===== src/rtl/core/hph_pkg.sv =====
// shared types and constants of the thermistor polynomial evaluator
`default_nettype none

package hph_pkg;

	localparam int ADC_W     = 12;
	localparam int COEF_W    = 32;
	localparam int FRAC_BITS = 16;
	localparam int NUM_COEFS = 7;
	localparam int NUM_STEPS = NUM_COEFS - 1;
	localparam int IDX_W     = 3;

	// register map, highest power first
	typedef enum logic [IDX_W-1:0] {
		REG_COEF_A6 = 3'd0,
		REG_COEF_A5 = 3'd1,
		REG_COEF_A4 = 3'd2,
		REG_COEF_A3 = 3'd3,
		REG_COEF_A2 = 3'd4,
		REG_COEF_A1 = 3'd5,
		REG_COEF_A0 = 3'd6
	} reg_idx_t;

	typedef logic signed [COEF_W-1:0] coef_t;
	typedef logic [NUM_COEFS-1:0][COEF_W-1:0] coef_bank_t;

endpackage

`default_nettype wire


===== src/rtl/core/hph_cfg.sv =====
// coefficient register bank written through a plain write port
`default_nettype none

module hph_cfg import hph_pkg::*; (
	input  wire logic              clk,
	input  wire logic              arst_n,
	input  wire logic              cfg_we,
	input  wire logic [IDX_W-1:0]  cfg_index,
	input  wire logic [COEF_W-1:0] cfg_wdata,
	output coef_bank_t             coefs
);

	coef_bank_t coefs_q;

	// indexes past the last coefficient are dropped
	always_ff @(posedge clk or negedge arst_n) begin
		if (!arst_n) begin
			coefs_q <= '0;
		end else if (cfg_we && (cfg_index <= REG_COEF_A0)) begin
			coefs_q[cfg_index] <= cfg_wdata;
		end
	end

	assign coefs = coefs_q;

endmodule

`default_nettype wire


===== config.mk =====
export PLATFORM = sky130hd
export DESIGN_NAME = hph_cfg
export DESIGN_NICKNAME = d
export VERILOG_FILES = /design/src/rtl/core/hph_pkg.sv /design/src/rtl/core/hph_cfg.sv
export SDC_FILE = /design/constraint.sdc
export NUM_CORES = 1
export LEC_CHECK = 0
export BUFFER_PORTS_ARGS = -buffer_cell sky130_fd_sc_hd__buf_2
export CAP_MARGIN = 20
export CORE_MARGIN = 10
export CORE_UTILIZATION = 50
export DETAILED_ROUTE_END_ITERATION = 8
export PLACE_DENSITY = 0.78
export SLEW_MARGIN = 10
export SYNTH_ARGS = -nofsm -noshare
export SYNTH_HDL_FRONTEND = slang
export SYNTH_SLANG_ARGS = --single-unit
export TNS_END_PERCENT = 5

===== constraint.sdc =====
create_clock -name clk -period 0.8 [get_ports clk]
set_input_delay 0.04 -clock clk [delete_from_list [all_inputs] [get_ports clk]]
set_output_delay 0.04 -clock clk [all_outputs]
set_load 0.05 [all_outputs]

==> results by group <==
Power and ir drop
  • PwrDens: 3539 nW/um2
  • Maximum vdd drop: 2387 uV
  • Leak: approximately 6.0 nW

Drt
  • Final wirelength: between 20000 and 30000 um
  • Total iterations of the first detailed-routing run: 4
  • Drt wl/cell: between 20 and 25 um
  • Drt initial violations: 149
  • Via Count: between 5000 and 6000
  • Drc violations: 0
  • Number of vias per cell: 5.265
  • Routed Antenna Nets: 0

Critical path
  • Crit. End Element: output pin
  • Arr. time, crit path: 1110 ps
  • Worst path bufs/invs: 1
  • WS Path Type: reg -> out
  • CP Cell Sequence: buf_6
  • CP max stage cell: dfrtp_1
  • CP startpoint kind: flop
  • Critical path fanouts, max: 2
  • R2r setup slk: -170 ps
  • CP delay by family, top: flip-flops
  • Worst EP required: 760 ps
  • WP depth: 1
  • Worst Reg-to-Reg Cells: 2
  • Crit path largest cell delay: 420 ps
  • RR Startpoint: coefs[17]
  • FF-to-FF End: coefs[17]

Synth
  • Unique cell type count in the Yosys netlist: 8
  • Yosys top cell area share: ~67%
  • FF+latch count, synth: 224
  • Post-synthesis instance area: 8378 um2
  • Post-synth net total: 521
  • Yosys top cell by area: dfrtp_1
  • Mapped Avg Cell Area: 17.35 um2
  • Mapped Cells: 483
  • Number of synthesis warnings: 0
  • Seq/Total Area, Yosys: 66.91%
  • Ranking of synthesized cells by area: dfrtp_1, mux2_2, mux2_1, buf_4, buf_2

Placement
  • Gpl congestion: 0.8097
  • Placed Area: 10230 um2
  • Pre-CTS WS: -603.3 ps
  • DPL Wire Length: 16330 um
  • IO buf count: 261
  • Placed cells: 958

Timing
  • # setup viols final: ~290
  • Max Clock Skew: 0 ps
  • Max-slew violation count: 0
  • Fmax: 0.8710 GHz
  • Hold Vio Cnt, Final: 0
  • Worst Tran Pin Value: between 300 and 400 ps
  • RSZ-0062 raised after global routing: yes
  • Final Critical Period: 1148 ps
  • Final Cycle Share: 143.5%
  • Fin Setup TNS: -68290 ps
  • Slew Limit Headroom: 74.43%
  • Worst hold slack: 3.883 ps
  • Post-route worst setup slack: -348.2 ps

Clock network
  • Worst skew pair latency: 490 ps
  • CTS Root Cell: clkbuf_16
  • Maximum clock path buffer count: 3
  • CTS Buf Count: 23
  • CTS clk-pin slew, worst paths: 60 ps
  • CTS tree: yes
  • CTS sink count: roughly 220
  • H-tree Lvls: 1

Outcome
  • Failing checks: negative setup slack
  • Outcome: complete, but fails checks

Hold path
  • Hold crit path type: in -> async

Finish
  • Commonest non-fill, non-tap cell in the layout: buf_6
  • Share of cells above drive strength 1: around 64%
  • Design area: 12880 um2
  • Fin cells: 1040
  • Most frequent cells in the layout: buf_6, dfrtp_1, mux2_2, mux2_4, dlygate4sd3_1
  • Fillers: ~860
  • Layout Nets: 841
  • Area grow syn2layout: 53.75%
  • Largest register FFs: 224

Die
  • Die Wd: 149.4 um
  • Initial Utilization: between 50% and 60%
  • # rows: 47
  • Core area: 16520 um2
  • Chip Height: 149.4 um
  • Die area: between 20000 and 25000 um2
  • IO Pins: around 260

Global routing
  • First-pass GRT wire length: 39070 um
  • Largest net degree at the start of global routing: 39
  • GRT Total Usage: 22.47%
  • Remaining Overflow, GRT: 0
  • Vias in the first global route: between 6000 and 7000
  • Initial antenna violation count: 1

Run
  • Max-cap violations: 0
==> where the power goes <==
| group | leakage [nW] | switching [mW] | internal (mW) |
|---|---|---|---|
| clock network | 0.371 | 4.26 | 6.26 |
| registers | 2.69 | 2.09 | 13.9 |
| logic | 2.99 | 11.9 | 7.19 |
==> cell type report <==
cell class | count | area [um2] | area share [%]
flip-flops and latches | 224 | 5605 | 43.52
repair buffers | 323 | 3463 | 26.89
multi-input cells | 231 | 2790 | 21.66
clock buffers | 36 | 694.4 | 5.391
well taps | 220 | 275.3 | 2.137
clock inverters | 5 | 50.05 | 0.3885
diodes | 1 | 2.502 | 0.01943
==> routing by layer <==
| metal | routed length (um) | track usage (%) |
|---|---|---|
| met1 | 9305 | 24.33 |
| met3 | 2076 | 7.216 |
| met2 | 13870 | 40.94 |
| met4 | 616 | 6.526 |
| met5 | 0 | 0 |
==> synth_stat cells, drive strengths merged <==
library cell,number
buf,28
dfrtp,224
mux2,224
nand4b,3
nor4b,1
nor4bb,3
==> timing repair <==
action	CTS	global route
resized for setup	456	24
pin swaps	1	1
endpoints found under the hold margin	448	0
hold buffers	33	0
gates cloned	0	0
endpoints found under the setup margin	374	383
buffers inserted	1	6
==> worst max path at each step <==
stage	start	end	slack [ps]
floorplan	cfg_index[2]	coefs[10]	-410
global placement	cfg_index[2]	coefs[124]	-590
detailed placement	cfg_index[1]	coefs[42]	-600
CTS	coefs[43]	coefs[43]	-340
global route	coefs[43]	coefs[43]	-360
finish	coefs[192]	coefs[192]	-350
==> per-stage QoR <==
stage	utilization (%)	total power, mW
6_report	77.95	45.58
5_1_grt	77.95	47.03
4_1_cts	77.11	45.26
3_5_place_dp	61.93	30.96
3_3_place_gp	61.93	30.59
2_1_floorplan	-	26.56
==> cell families after synthesis <==
family	count (synthesis)	share of synthesized area [%]
buf+inv	28	2.031
flops	224	66.91
mux	224	30.11
simple gates	7	0.9558
Power figures use the tool's default switching activity.
