===== src/rtl/core/hph_pkg.sv =====
// shared types and constants of the thermistor polynomial evaluator
`default_nettype none

package hph_pkg;

	localparam int ADC_W     = 12;
	localparam int COEF_W    = 32;
	localparam int FRAC_BITS = 16;
	localparam int NUM_COEFS = 7;
	localparam int NUM_STEPS = NUM_COEFS - 1;
	localparam int IDX_W     = 3;

	// register map, highest power first
	typedef enum logic [IDX_W-1:0] {
		REG_COEF_A6 = 3'd0,
		REG_COEF_A5 = 3'd1,
		REG_COEF_A4 = 3'd2,
		REG_COEF_A3 = 3'd3,
		REG_COEF_A2 = 3'd4,
		REG_COEF_A1 = 3'd5,
		REG_COEF_A0 = 3'd6
	} reg_idx_t;

	typedef logic signed [COEF_W-1:0] coef_t;
	typedef logic [NUM_COEFS-1:0][COEF_W-1:0] coef_bank_t;

endpackage

`default_nettype wire


===== src/rtl/core/hph_step.sv =====
// one horner step: registered q16.16 multiply, then registered add
`default_nettype none

module hph_step import hph_pkg::*; #(
	parameter int XW = 17
) (
	input  wire logic          clk,
	input  wire logic          arst_n,
	input  wire logic          in_valid,
	output logic               in_ready,
	input  wire coef_t         in_acc,
	input  wire logic [XW-1:0] in_x,
	input  wire coef_t         coef,
	output logic               out_valid,
	input  wire logic          out_ready,
	output coef_t              out_acc,
	output logic [XW-1:0]      out_x
);

	localparam int PW = COEF_W + XW + 1;
	localparam int EW = 2 * COEF_W;

	logic signed [PW-1:0] prod;
	logic signed [EW-1:0] prod_ext;
	logic                 en_s1, en_s2;
	logic                 vld_s1, vld_s2;
	coef_t                prod_s1, acc_s2;
	logic [XW-1:0]        x_s1, x_s2;

	// x is never negative, so it enters with a zero sign bit
	assign prod     = PW'(in_acc) * $signed({1'b0, in_x});
	assign prod_ext = {{(EW - PW){prod[PW-1]}}, prod};

	assign en_s2    = !vld_s2 || out_ready;
	assign en_s1    = !vld_s1 || en_s2;
	assign in_ready = en_s1;

	always_ff @(posedge clk or negedge arst_n) begin
		if (!arst_n) begin
			vld_s1 <= 1'b0;
			vld_s2 <= 1'b0;
		end else begin
			if (en_s1) vld_s1 <= in_valid;
			if (en_s2) vld_s2 <= vld_s1;
		end
	end

	// floor shift by the fraction width, low word kept
	always_ff @(posedge clk) begin
		if (en_s1 && in_valid) begin
			prod_s1 <= prod_ext[FRAC_BITS+COEF_W-1:FRAC_BITS];
			x_s1    <= in_x;
		end
		if (en_s2 && vld_s1) begin
			acc_s2 <= prod_s1 + coef;
			x_s2   <= x_s1;
		end
	end

	assign out_valid = vld_s2;
	assign out_acc   = acc_s2;
	assign out_x     = x_s2;

endmodule

`default_nettype wire


===== config.mk =====
export PLATFORM = sky130hd
export DESIGN_NAME = hph_step
export DESIGN_NICKNAME = d
export VERILOG_FILES = /design/src/rtl/core/hph_pkg.sv /design/src/rtl/core/hph_step.sv
export SDC_FILE = /design/constraint.sdc
export NUM_CORES = 1
export LEC_CHECK = 0
export BUFFER_PORTS_ARGS = -buffer_cell sky130_fd_sc_hd__buf_4
export CELL_PAD_IN_SITES_DETAIL_PLACEMENT = 1
export CELL_PAD_IN_SITES_GLOBAL_PLACEMENT = 1
export CORE_MARGIN = 1.5
export CORE_UTILIZATION = 51
export CTS_BUF_LIST = sky130_fd_sc_hd__clkbuf_4 sky130_fd_sc_hd__clkbuf_8
export CTS_CLUSTER_DIAMETER = 60
export DETAILED_ROUTE_END_ITERATION = 6
export HOLD_SLACK_MARGIN = 0.06
export MAX_ROUTING_LAYER = met4
export PLACE_DENSITY_LB_ADDON = 0.12
export SKIP_LAST_GASP = 1
export SLEW_MARGIN = 10
export SYNTH_ARGS = -nofsm -noshare
export SYNTH_HDL_FRONTEND = slang
export SYNTH_SLANG_ARGS = --single-unit

===== constraint.sdc =====
create_clock -name clk -period 3.9 [get_ports clk]
set_clock_uncertainty 0.15 [all_clocks]
set_input_delay 0 -clock clk [delete_from_list [all_inputs] [get_ports clk]]
set_output_delay 0 -clock clk [all_outputs]
set_load 0.01 [all_outputs]

==> impl_metrics.tcl, run 1 <==
set metrics [dict create \
    critical_path.max_fanout 12 \
    fmax_mhz 169.1 \
    layout-drive-gt1-share 0.2202 \
    yosys.cell_count.top_type "sky130_fd_sc_hd__inv_1" \
    cts_max_path_buffers 2 \
    floorplan.die_area_um2 45440 \
    period_needed_ns 5.914 \
    clk_pin_slew_ns 0.12 \
    critical_path_end_type "register" \
    worstSetupStartpointType "input pin" \
    cp_cell_sequence "buf_8 > buf_12 > buf_12 > and2_1 > fa_1 > inv_1 > fa_1 > fa_1 > inv_1 > fa_1 > fa_1 > fa_1 > ha_1 > a21o_1 > a21oi_1 > o21ai_1 > a21o_1 > a22oi_4 > buf_12 > o21bai_4 > a21oi_4 > buf_6 > a21oi_2 > xor2_1" \
    post-synth-top-area-fraction 0.4514 \
    crit_type "in -> reg" \
    postSynthAreaPerCell_um2 9.782 \
    post-route-drc-count 0 \
    io_pins 136 \
    tritoncts "done" \
    grt_first_pass_wirelength_mm 114.1 \
    slowest_stage_cell_crit_path "sky130_fd_sc_hd__fa_1" \
    cap_viol_max_count 0 \
    syn_to_final_growth_pct 24.04 \
    slew_viol_final 0 \
    detailed_place_hpwl_mm 58.23 \
    clock_tree_root_driver_cell "sky130_fd_sc_hd__clkbuf_8" \
    die_width_um 213.2 \
    drt-initial-drc-count 969 \
    route.final.wire_length_mm 74.37 \
    final_net_count 3426 \
    rsz_0062_raised_after_global_routing "true" \
    route.antenna.remaining_nets 0 \
    arrival_ns 5.98 \
    ys.warnings.count 0 \
    hold_violation_count_in_the_final_report 0 \
    required_ns 3.96 \
    failing_checks "setup timing" \
    hp-class "in -> async" \
    vias_in_the_first_global_route 20950 \
    synth.area.top_cells "sky130_fd_sc_hd__fa_1, sky130_fd_sc_hd__edfxtp_1, sky130_fd_sc_hd__inv_1" \
    worst_slack_setup_final_ns -2.014 \
    synthDominantAreaCellType "sky130_fd_sc_hd__fa_1" \
    firstDrtPassIters 5 \
    final.fill_count 4798 \
    number_of_enable_type_register_cells_in_the_synthesized_netlist 98 \
    yosysUniqueCellTypes 55 \
    run_status "finished, violations left" \
    async_reset_ff_frac 0.02000 \
    place_area_um2 26160 \
    synth.yosys.seq_area_share 0.1329 \
    final_area_um2 27940 \
    antenna_found_initial 1 \
    timing.critical_path.slowest_cell_delay_ns 0.61 \
    postLayoutCoreUtil 0.6444 \
    fp-row-count 76 \
    global_route.usage.total 0.3460 \
    mappedNetlistNets 3037 \
    gr-total-overflow 0 \
    start_util 0.5195 \
    drt-vias-per-instance 5.373 \
    clock_sink_count 100 \
    clock_insertion_delay_worst_skew_ns 0.49 \
    chipHeight_um 213.2 \
    routed_wire_length_per_instance_um 22.65 \
    fin_crit_sh 1.517 \
    ys.flop_type "sky130_fd_sc_hd__edfxtp_1" \
    gpl.final_weighted_congestion 0.9129 \
    cts-buffers-inserted 9 \
    cts_max_level 3 \
    num_vias 17640 \
    mappedNetlistArea_um2 22530 \
    numPortBuffers 135 \
    crit_path_frequent_cell "sky130_fd_sc_hd__fa_1" \
    grt_max_degree 37 \
    syn-instance-count 2303 \
    final-setup-viol-count 32 \
    core_um2 43360 \
    post_synth_most_frequent_cells "sky130_fd_sc_hd__inv_1, sky130_fd_sc_hd__fa_1, sky130_fd_sc_hd__and2_1" \
    timing.max_slew.rel_slack 0.2691 \
    worst_slew_pin_slew_ns 1.096 \
    synth-seq-cells 100 \
]
==> flip-flops by register name, summed over array words and instances (netlist names) <==
name,flops
out_acc,32
x_s1,17
prod_s1,32
out_valid,1
out_x,17
vld_s1,1
==> worst max-delay path: cells and delay by family <==
family / cells / cell delay (ns)
AOI/OAI and AO/OA: 8 / 1.38
xor gates and xnor gates: 1 / 0.16
adders and majority gates: 7 / 3.42
buffers and inverters: 7 / 0.82
and+or+nand+nor: 1 / 0.15
==> stage by stage <==
step	TNS [ns]	hold slack, ns	std cells	worst slack (ns)
after detailed placement	-64.37	-0.3636	3178	-2.450
after global placement	-59.64	-0.3675	3178	-2.270
after CTS	-46.76	0.1783	3277	-1.809
final	-51.38	0.2392	3283	-2.014
after floorplan	-43.06	-0.4456	2303	-1.767
after global routing	-54.22	0.2125	3283	-2.102
==> per-layer routing <==
layer	wire length [um]	global-route usage
met5	0	-
met4	2743	0.1107
met3	3978	0.04839
met2	38390	0.6061
met1	29260	0.4125
==> layout make-up <==
class | count | area, um^2 | share of cell area
flip-flops and latches | 100 | 2993 | 0.1071
inverters | 574 | 2157 | 0.07720
repair buffers | 463 | 4001 | 0.1432
clock buffers | 10 | 137.6 | 0.004925
diodes | 1 | 2.502 | 0.00008955
well taps | 585 | 732.0 | 0.02619
clock inverters | 6 | 63.81 | 0.002284
multi-input cells | 1544 | 17860 | 0.6390
==> logic make-up after synthesis <==
logic type | share of synthesized area
flip-flops | 0.1329
buffers and inverters | 0.1098
AND/OR/NAND/NOR | 0.1494
XOR/XNOR | 0.02799
AO/OA/AOI/OAI | 0.05021
adder cells (fa/ha/maj) | 0.5297
==> path summary, 6_finish.rpt <==
kind / start / endpoint / slack, ns / depth (start not counted)
max in group asynchronous: arst_n / out_valid$_DFFE_PN0P_ / 3.24 / 3
min: arst_n / vld_s1$_DFFE_PN0N_ / 0.24 / 3
min reg2reg: x_s1[14]$_DFFE_PP_ / out_x[14]$_DFFE_PP_ / 0.28 / 0
max reg2reg: prod_s1[0]$_DFFE_PP_ / out_acc[22]$_DFFE_PP_ / 0.06 / 12
min in group clk: coef[0] / out_acc[0]$_DFFE_PP_ / 0.24 / 3
max: in_x[4] / prod_s1[26]$_DFFE_PP_ / -2.01 / 24
==> layout by cell type, fill, tap and decap left out, types with 4 or more instances in the layout <==
cell type	n
sky130_fd_sc_hd__and2_1	271
sky130_fd_sc_hd__o21bai_1	6
sky130_fd_sc_hd__a21o_1	27
sky130_fd_sc_hd__a31oi_1	4
sky130_fd_sc_hd__nand2_1	252
sky130_fd_sc_hd__nor2_1	21
sky130_fd_sc_hd__a21oi_1	42
sky130_fd_sc_hd__clkbuf_8	10
sky130_fd_sc_hd__inv_1	550
sky130_fd_sc_hd__dlygate4sd3_1	65
sky130_fd_sc_hd__xnor2_1	46
sky130_fd_sc_hd__a21oi_4	7
sky130_fd_sc_hd__and2_4	35
sky130_fd_sc_hd__buf_12	12
sky130_fd_sc_hd__buf_4	347
sky130_fd_sc_hd__fa_1	479
sky130_fd_sc_hd__and3_1	8
sky130_fd_sc_hd__o21a_1	7
sky130_fd_sc_hd__nand3_1	11
sky130_fd_sc_hd__nand2b_1	10
sky130_fd_sc_hd__ha_1	123
sky130_fd_sc_hd__ha_4	15
sky130_fd_sc_hd__nor3_1	8
sky130_fd_sc_hd__o31a_1	4
sky130_fd_sc_hd__o21ai_0	15
sky130_fd_sc_hd__xnor2_2	4
sky130_fd_sc_hd__nand4_1	7
sky130_fd_sc_hd__o21ai_1	7
sky130_fd_sc_hd__nor2b_1	4
sky130_fd_sc_hd__edfxtp_1	98
sky130_fd_sc_hd__buf_8	6
sky130_fd_sc_hd__xor2_1	17
sky130_fd_sc_hd__a21oi_2	16
sky130_fd_sc_hd__inv_2	23
sky130_fd_sc_hd__fa_2	29
sky130_fd_sc_hd__buf_6	30
==> repair_timing <==
| item | 4_1_cts | 5_1_grt |
|---|---|---|
| pin swaps | 39 | 37 |
| endpoints found under the setup margin | 32 | 33 |
| setup buffers | 20 | 5 |
| hold buffers | 65 | 0 |
| hold endpoints to repair | 53 | 0 |
| gates resized for setup | 100 | 74 |
| cloned | 0 | 2 |
Power of run 1 is not shown: default switching activity piles up to over one toggle a cycle in this logic, so the estimate is an artifact.
==> inputs of run 2 (changes only) <==
Settings changed: TNS_END_PERCENT from default to 20.
==> run 2 against run 1 <==
Against the previous run: the flow still finishes with violations (setup timing); critical path depth rose by 1; critical endpoint is now prod_s1[21]$_DFFE_PP_; worst hold slack lost 0.019 ns; wire length shrank 4.8%; non-clock buffer count rose by 1; flip-flop and latch count stayed put; final area is 2.3% lower; via count shrank 2.2%; first-iteration DRC count is 11% lower; count of clock-buffer cells in the layout did not move; worst setup slack gained 0.19 ns; fmax grew 3.4%; die area unchanged.
==> impl_metrics.tcl, run 2 (synthesized netlist as in run 1, its figures left out) <==
set metrics [dict create \
    run_status "finished, violations left" \
    detailed_place_hpwl_mm 59.12 \
    cts_max_level 3 \
    required_ns 4.00 \
    setup-tns-final_ns -48.96 \
    final-seq-area_um2 2993 \
    met2_usage 0.5794 \
    drt-initial-drc-count 864 \
    start_util 0.5195 \
    num_vias 17260 \
    firstDrtPassIters 5 \
    mostFrequentLayoutCells "sky130_fd_sc_hd__inv_1, sky130_fd_sc_hd__fa_1, sky130_fd_sc_hd__buf_4, sky130_fd_sc_hd__and2_1, sky130_fd_sc_hd__nand2_1" \
    die_width_um 213.2 \
    fp-row-count 76 \
    slowest_stage_cell_crit_path "sky130_fd_sc_hd__fa_2" \
    hold_violation_count_in_the_final_report 0 \
    layout-drive-gt1-share 0.1883 \
    core_um2 43360 \
    clock_tree_root_driver_cell "sky130_fd_sc_hd__clkbuf_8" \
    crit_path_frequent_cell "sky130_fd_sc_hd__fa_1" \
    most_common_cell_after_layout_fill_and_taps_aside "sky130_fd_sc_hd__inv_1" \
    clock_insertion_delay_worst_skew_ns 0.50 \
    worstSetupStartpointType "input pin" \
    tritoncts "done" \
    final.fill_count 4876 \
    route.antenna.remaining_nets 0 \
    routed_wire_length_per_instance_um 21.55 \
    antenna_found_initial 1 \
    timing.max_slew.rel_slack 0.3406 \
    global_route.usage.total 0.3430 \
    gpl.final_weighted_congestion 0.9002 \
    grt_max_degree 40 \
    worst_slack_setup_final_ns -1.821 \
    failing_checks "setup timing" \
    numPortBuffers 135 \
    crit_type "in -> reg" \
    cts-buffers-inserted 9 \
    clock_sink_count 100 \
    rsz_0062_raised_after_global_routing "true" \
    arrival_ns 5.82 \
    route.final.wire_length_mm 70.80 \
    grt_first_pass_wirelength_mm 111.9 \
    io_pins 136 \
    hp-class "in -> reg" \
    fmax_mhz 174.8 \
    syn_to_final_growth_pct 21.22 \
    chipHeight_um 213.2 \
    period_needed_ns 5.721 \
    worst_slew_pin_slew_ns 0.9891 \
    slew_viol_final 0 \
    clk_pin_slew_ns 0.12 \
    floorplan.die_area_um2 45440 \
    critical_path.max_fanout 8 \
    multiInputGateArea_um2 17400 \
    cts_max_path_buffers 2 \
    cap_viol_max_count 0 \
    drt-vias-per-instance 5.253 \
    vias_in_the_first_global_route 20680 \
    final-setup-viol-count 32 \
    global_routing_s_busiest_layer "met2" \
    grt_use_met1 0.4070 \
    timing.critical_path.slowest_cell_delay_ns 0.55 \
    gr-total-overflow 0 \
    whs_ns 0.2204 \
    final_net_count 3427 \
    post-route-drc-count 0 \
    critical_path_end_type "register" \
    grtUsageMet3 0.06530 \
    fin_crit_sh 1.467 \
]
run 2: worst max-delay path, delay by kind of cell:
kind            cells  cell delay (ns)
buf+inv             9             0.97
xor+xnor            1             0.30
simple gates        2             0.29
compound gates      6             0.96
fa+ha+maj           7             3.27
run 2: area by class of cell:
cell class | count | share of cell area
multi-input combinational | 1544 | 0.6371
timing repair buffer | 464 | 0.1403
sequential | 100 | 0.1096
inverter | 574 | 0.07899
tap | 585 | 0.02680
clock buffer | 10 | 0.005040
clock inverter | 6 | 0.002062
antenna | 2 | 0.0001833
run 2: what timing repair did:
action / 4_1_cts / 5_1_grt
setup buffers: 9 / 3
pin swaps: 16 / 13
gates resized for setup: 38 / 14
endpoints found under the hold margin: 53 / 0
cloned: 1 / 0
setup endpoints to repair: 32 / 32
hold buffers: 66 / 0
run 2: worst paths after layout:
kind | from | end | slack, ns | cells past startpoint
worst max-delay path | in_x[3] | prod_s1[21]$_DFFE_PP_ | -1.82 | 25
worst min-delay path | out_ready | out_valid$_DFFE_PN0P_ | 0.22 | 4
worst max register to register | prod_s1[6]$_DFFE_PP_ | out_acc[27]$_DFFE_PP_ | 0.12 | 10
worst min register to register | x_s1[6]$_DFFE_PP_ | out_x[6]$_DFFE_PP_ | 0.28 | 0
max in group asynchronous | arst_n | out_valid$_DFFE_PN0P_ | 3.24 | 3
min in group asynchronous | arst_n | vld_s1$_DFFE_PN0N_ | 0.23 | 3
run 2: through the flow:
| step | setup slack (ns) | utilization | area [um^2] | std cells |
|---|---|---|---|---|
| 3_5_place_dp | -2.484 | 0.6032 | 26150 | 3188 |
| 4_1_cts | -1.713 | 0.6282 | 27240 | 3280 |
| 5_1_grt | -1.977 | 0.6297 | 27300 | 3284 |
| 6_report | -1.821 | 0.6298 | 27310 | 3285 |
| 3_3_place_gp | -2.278 | 0.6032 | 26150 | 3188 |
| 2_1_floorplan | -1.767 | - | 22900 | 2303 |
run 2: layer usage:
| layer | wire [um] | up-vias |
|---|---|---|
| met3 | 4164 | 145 |
| met1 | 28310 | 9055 |
| met4 | 2760 | 0 |
| met5 | 0 | - |
| met2 | 35560 | 473 |
| li1 | - | 7583 |
Power of run 2 is left out for the same reason.
